===== src/hw/rtl/v3alu_delay.sv =====
// ----------------------------------------------------------------------------
// v3alu_delay
// Shift line that carries a valid bit and its side data alongside a pipeline.
// ----------------------------------------------------------------------------
module v3alu_delay #(
  parameter int DW    = 8,
  parameter int DEPTH = 4
) (
  input  logic          clk,
  input  logic          rst_n,
  input  logic          vld_i,
  input  logic [DW-1:0] dat_i,
  output logic          vld_o,
  output logic [DW-1:0] dat_o
);

  logic [DEPTH-1:0] vld_r;
  logic [DW-1:0]    dat_r [DEPTH];

  always_ff @(posedge clk) begin
    if (!rst_n) begin
      vld_r <= '0;
    end else begin
      vld_r[0] <= vld_i;
      for (int i = 1; i < DEPTH; i++) begin
        vld_r[i] <= vld_r[i-1];
      end
    end
  end

  always_ff @(posedge clk) begin
    dat_r[0] <= dat_i;
    for (int i = 1; i < DEPTH; i++) begin
      dat_r[i] <= dat_r[i-1];
    end
  end

  assign vld_o = vld_r[DEPTH-1];
  assign dat_o = dat_r[DEPTH-1];

endmodule


===== config.mk =====
export PLATFORM = sky130hd
export DESIGN_NAME = v3alu_delay
export DESIGN_NICKNAME = d
export VERILOG_FILES = /design/src/hw/rtl/v3alu_delay.sv
export SDC_FILE = /design/constraint.sdc
export NUM_CORES = 1
export LEC_CHECK = 0
export BUFFER_PORTS_ARGS = -buffer_cell sky130_fd_sc_hd__buf_2
export CAP_MARGIN = 20
export CORE_MARGIN = 2
export CORE_UTILIZATION = 51
export CTS_BUF_LIST = sky130_fd_sc_hd__clkbuf_4 sky130_fd_sc_hd__clkbuf_8
export DETAILED_ROUTE_END_ITERATION = 6
export PLACE_DENSITY = 0.78
export SLEW_MARGIN = 20
export SYNTH_ARGS = -nofsm -noshare
export SYNTH_HDL_FRONTEND = slang
export SYNTH_SLANG_ARGS = --single-unit

===== constraint.sdc =====
create_clock -name clk -period 0.8 [get_ports clk]
set_input_delay 0 -clock clk [delete_from_list [all_inputs] [get_ports clk]]
set_output_delay 0 -clock clk [all_outputs]
set_load 0.01 [all_outputs]

==> results of run 1 <==
==> report_power, final <==
group / internal (mW) / leakage [nW] / total (mW) / switching (mW)
logic: 0.0661 / 0.129 / 0.0987 / 0.0326
clock network: 0.651 / 0.0412 / 1.19 / 0.539
registers: 1.88 / 0.303 / 1.90 / 0.0180
==> cell families after synthesis <==
logic type       count (synthesis)
and+or+nand+nor                  4
DFF                             36
==> cell type report <==
| class | instances | area [um^2] |
|---|---|---|
| clock buffers | 5 | 37.5 |
| clock inverters | 3 | 42.5 |
| fillers | 81 | 294 |
| multi-input cells | 4 | 25.0 |
| flip-flops and latches | 36 | 721 |
| well taps | 15 | 18.8 |
| repair buffers | 29 | 195 |
==> what timing repair did <==
| action | 4_1_cts | 5_1_grt |
|---|---|---|
| hold buffers | 10 | 0 |
| endpoints found under the setup margin | 0 | 1 |
| resized for setup | 0 | 0 |
| hold endpoints to repair | 12 | 0 |
==> metal layers <==
metal | wire, um | global-route usage (%) | part of all wire (%)
met1 | 337 | 14.3 | 42
met2 | 376 | 20.3 | 47
met3 | 84 | 7.76 | 10
met4 | 8 | 11.3 | 0.99
met5 | 0 | 0 | 0
==> flip-flops by register name, summed over array words and instances (netlist names) <==
signal / flops
dat_r: 32
vld_r: 4
==> final timing paths <==
kind	end	slack (ns)
worst min-delay path	dat_r[0][1]	0.31
worst max-delay path	dat_o[4]	0.05
worst max register to register	vld_r[3]	0.25
worst min register to register	dat_r[1][0]	0.34
==> synthesized netlist by cell type <==
cell | n | area (um^2)
and2_1 | 4 | 25.0
dfxtp_1 | 36 | 721
==> through the flow <==
stage / util (%) / instances / hold WS (ns) / setup WS [ns] / TNS [ns]
6_report: 78.0 / 92 / 0.308 / 0.0505 / 0
2_1_floorplan: - / 40 / 0.0277 / 0.284 / 0
4_1_cts: 78.0 / 92 / 0.289 / 0.0263 / 0
3_3_place_gp: 64.4 / 74 / 0.103 / 0.282 / 0
5_1_grt: 78.0 / 92 / 0.291 / -0.00654 / -0.00654
3_5_place_dp: 64.4 / 74 / 0.104 / 0.260 / 0
==> run metrics, run 1 <==
outcome=finished, final reports clean; RSZ-0062 raised after global routing=yes; most frequent cells in the layout=dfxtp_1 (36), buf_2 (19), dlygate4sd3_1 (10), clkbuf_4 (5), and2_1 (4); WP data required=approximately 0.80 ns; Seq cells post-synth=36; DR DRC count=0; worst stage delay on the critical path=~0.32 ns; Power, Total=3.19 mW; clock buffer depth=2; clk_lat worst skew=approximately 0.32 ns; WHS Path Cells=2; Nets=87; worst reg2reg path startpoint=vld_r[2]; power density cells=~3100 nW/um^2; final WL=807 um; synthesized cell area=746 um^2; Initial Util=a little under three fifths; Simple-Gate Fraction of Synth Area=about 3.4%; total core area=roughly 1300 um^2; io pins=20; Detailed Routing Iterations Pass 1=2; Min-Delay Path Class=in2reg; worst path cell trace=buf_2; Port Buf Inserts=19; share of post-route cells with drive strength above 1=35.1%; minimum clock period=0.750 ns; CP max FO=1; Reg2Reg Depth=1; Seq/Total Area, Yosys=a little over nine tenths; CP endpoint kind=output pin; FP Rows=13; Crit path max-delay family=flip-flops; Data arrival, critical path=0.75 ns; Clock Skew=~0.0057 ns; placer congestion estimate=around 0.6; Crit Path Class=reg2out; most common cell after layout, fill and taps aside=dfxtp_1; main combinational cell family by area after synthesis=simple AND/OR/NAND/NOR gates; fmax=approximately 1300 MHz; Worst Setup Start Kind=flop; max-slew violations=0; CP max-delay cell=dfxtp_1; TritonCTS clock tree=yes; Die Y=around 42 um; Hold Startpoint=dat_i[1]; P&R area growth vs syn=39.4%; peak supply drop=around 2200 uV; Tcrit/Tclk final=a little over nine tenths; total of max-cap violations=0; routed wire length per instance=between 8 and 9 um; placed cell areas=around 860 um^2; post-CTS setup repair buffer count=0; CTS Sinks=36; mux cell area share after synthesis=0%; final setup vio count=0; Yosys warnings=0; slew at the pin closest to its max-slew limit=between 0.1 and 0.15 ns; Crit path buffers/inverters=1; first-pass GRT wire length=1650 um; Synth cell types=2; cell area after layout=between 1000 and 1500 um^2; Final ANT Viol Nets=0; Reg clk slew, reported paths=approximately 0.10 ns; vias in the first global route=between 300 and 400; # diodes=0; initial antenna violation count=0; Final Hold Fails=0; vias per cell=between 4 and 5; worst rel slew slack=a little over 90%; cells after synthesis=40; CTS Root Cell=clkbuf_4; die area=1780 um^2; CP startpoint=dat_r[3][4]; vias=approximately 370; largest net degree at the start of global routing=13; Leak Pwr=0.473 nW; Die Width=about 42 um; post-synthesis adder-cell area fraction=0%; number of DRC markers in iteration 0=3; Global Route Usage Sum=~14%; Avg Cell Area, Syn=18.6 um^2; Post-Syn Nets=slightly above 50; total grt overflow=0; WP depth=1; H-tree depth=2; CTS buffer count=5; XOR/XNOR Fraction of Synth Area=0%; Synth Area in Compound Gates=0%
Note: power is estimated with default switching activity, not from simulation.
==> inputs of run 2 (changes only) <==
--- a/config.mk
+++ b/config.mk
@@ -8,10 +8,11 @@
 export BUFFER_PORTS_ARGS = -buffer_cell sky130_fd_sc_hd__buf_2
 export CAP_MARGIN = 20
 export CORE_MARGIN = 2
-export CORE_UTILIZATION = 51
+export CORE_UTILIZATION = 54
 export CTS_BUF_LIST = sky130_fd_sc_hd__clkbuf_4 sky130_fd_sc_hd__clkbuf_8
 export DETAILED_ROUTE_END_ITERATION = 6
-export PLACE_DENSITY = 0.78
+export PLACE_DENSITY = 0.82
+export REMOVE_ABC_BUFFERS = 1
 export SLEW_MARGIN = 20
 export SYNTH_ARGS = -nofsm -noshare
 export SYNTH_HDL_FRONTEND = slang
==> constraint.sdc (replaced) <==
create_clock -name clk -period 0.9 [get_ports clk]
set_input_delay 0 -clock clk [delete_from_list [all_inputs] [get_ports clk]]
set_output_delay 0 -clock clk [all_outputs]
set_load 0.01 [all_outputs]
==> run metrics, run 2 (synthesis results as in run 1) <==
Crit path buffers/inverters=1 (unchanged); clk_lat worst skew=0.31 ns (about the same); die area=1690 um^2 (-5.0%); io pins=20 (unchanged); FP Rows=13 (unchanged); final setup vio count=0 (unchanged); Hold Startpoint=dat_r[1][0]; Core Util, Final=81.1% (+3.1 points); Port Buf Inserts=19 (unchanged); initial antenna violation count=0 (unchanged); worst stage delay on the critical path=0.32 ns (about the same); total of max-cap violations=0 (unchanged); Tcrit/Tclk final=approximately 83%; Worst Hold Path EP=dat_r[2][0]; largest net degree at the start of global routing=12 (-1); routed wire length per instance=9.89 um (+13%); number of DRC markers in iteration 0=3 (unchanged); WP data required=0.90 ns (+0.10 ns); max reg flops=32 (unchanged); total grt overflow=0 (unchanged); Crit Path Class=reg2out; power density cells=2820 nW/um^2 (-8.2%); Initial Util=57.3% (+1.4 points); clock buffer depth=2 (unchanged); most common cell after layout, fill and taps aside=dfxtp_1; WHS Path Cells=0 (-2); vias=370 (-0.80%); TritonCTS clock tree=yes; Leak Pwr=0.484 nW (+2.2%); max-slew violations=0 (unchanged); post-CTS setup repair buffer count=0 (unchanged); Reg-to-Reg End=vld_r[1]; CTS Root Cell=clkbuf_4; peak supply drop=1840 uV (-17%); most frequent cells in the layout=dfxtp_1 (36), buf_2 (19), dlygate4sd3_1 (10), clkbuf_4 (5), and2_1 (4); Die Width=41.2 um (-2.6%); vias in the first global route=355 (-7.3%); share of post-route cells with drive strength above 1=35.1% (unchanged); CP endpoint kind=output pin; CTS Sinks=36 (unchanged); Min-Delay Path Class=reg2reg; biggest regs=dat_r x32, vld_r x4; Reg2Reg Depth=1 (unchanged); Worst Setup Start Kind=flop; vias per cell=4.02 (-0.80%); Global Route Usage Sum=15.9% (+2.1 points); first-pass GRT wire length=1470 um (-11%); worst rel slew slack=93.4% (+0.21 points); Nets=87 (unchanged); cell internal pwr=2.47 mW (-5.0%); register with the most flip-flops=dat_r; fmax=about 1300 MHz; Final ANT Viol Nets=0 (unchanged); Comb pwr share=3.0% (about the same); final WL=910 um (+13%); Power, Total=2.97 mW (-6.9%); worst reg2reg path startpoint=vld_r[0]; Detailed Routing Iterations Pass 1=2 (unchanged); H-tree depth=2 (unchanged); placed cell areas=860 um^2 (unchanged); Die Y=41.2 um (-2.6%); # diodes=0 (unchanged); placer congestion estimate=0.540 (-9.4%); Final Hold Fails=0 (unchanged); switching portion of total power=16.8% (-1.7 points); CP max FO=1 (unchanged); RSZ-0062 raised after global routing=no; CTS buffer count=5 (unchanged); Seq pwr share=56.9% (-2.7 points); worst path cell trace=buf_2; Crit path max-delay family=flip-flops; cell area after layout=1050 um^2 (+1.4%); slew at the pin closest to its max-slew limit=0.0988 ns (-0.00312 ns); outcome=finished, final reports clean; Clock Skew=0.0100 ns (+0.00433 ns); total core area=1300 um^2 (-2.4%); Reg clk slew, reported paths=0.10 ns (about the same); DR DRC count=0 (unchanged); minimum clock period=0.747 ns; CP max-delay cell=dfxtp_1; Data arrival, critical path=0.75 ns (about the same); Fin Setup TNS=0 ns (unchanged); Clock Power Share=40.1% (+2.8 points); Switch Pwr=500 uW (-15%); P&R area growth vs syn=41.4%; reg2reg setup slack=0.34 ns (+0.09 ns)
## run 2: cell count changes in the layout (fill, tap and decap cells not counted), sizes merged
cell,previous run,this run
clkinvlp,1,0
clkbuf,5,7
clkinv,1,0
## run 2: per-stage QoR
step / setup WS (ns) / instances / hold WS (ns)
after global routing: 0.0772 / 92 / 0.295
after global placement: 0.383 / 74 / 0.103
after detailed placement: 0.336 / 74 / 0.104
after CTS: 0.134 / 92 / 0.302
final: 0.153 / 92 / 0.321
after floorplan: 0.384 / 40 / 0.0277
## run 2: how the worst max path moves through the flow
| stage | slack (ns) | cells past startpoint | startpoint | end |
|---|---|---|---|---|
| finish | 0.15 | 1 | dat_r[3][5] | dat_o[5] |
| global route | 0.08 | 1 | dat_r[3][7] | dat_o[7] |
| floorplan | 0.38 | 1 | vld_r[0] | vld_r[1] |
| detailed placement | 0.34 | 1 | vld_r[0] | vld_r[1] |
| CTS | 0.13 | 1 | dat_r[3][1] | dat_o[1] |
| global placement | 0.38 | 1 | vld_r[2] | vld_r[3] |
## run 2: area by class of cell
class / instances / area (um^2)
Clock buffer: 7 / 65.1
Clock inverter: 1 / 30.0
Fill cell: 73 / 246
Multi-Input combinational cell: 4 / 25.0
Sequential cell: 36 / 721
Tap cell: 15 / 18.8
Timing Repair Buffer: 29 / 195
## run 2: routing by layer
metal / wire, um / vias up / track usage [%] / share of wire [%]
met4: 8 / 0 / 12.1 / 0.88
met5: 0 / - / 0 / 0
met2: 479 / 22 / 23.4 / 53
met1: 329 / 153 / 15.8 / 36
li1: - / 193 / - / -
met3: 92 / 2 / 10.3 / 10
## run 2: power groups by stage
| stage | clock network [mW] | registers (mW) | logic (mW) |
|---|---|---|---|
| 2_1_floorplan | 0 | 1.73 | 0.00368 |
| 3_3_place_gp | 0 | 1.72 | 0.0523 |
| 3_5_place_dp | 0 | 1.73 | 0.0554 |
| 4_1_cts | 1.22 | 1.69 | 0.0882 |
| 5_1_grt | 1.30 | 1.70 | 0.0993 |
| 6_report | 1.19 | 1.69 | 0.0897 |
## run 2: timing repair
item                                   4_1_cts  5_1_grt
resized for setup                            0        0
hold buffers                                10        0
endpoints found under the hold margin       12        0
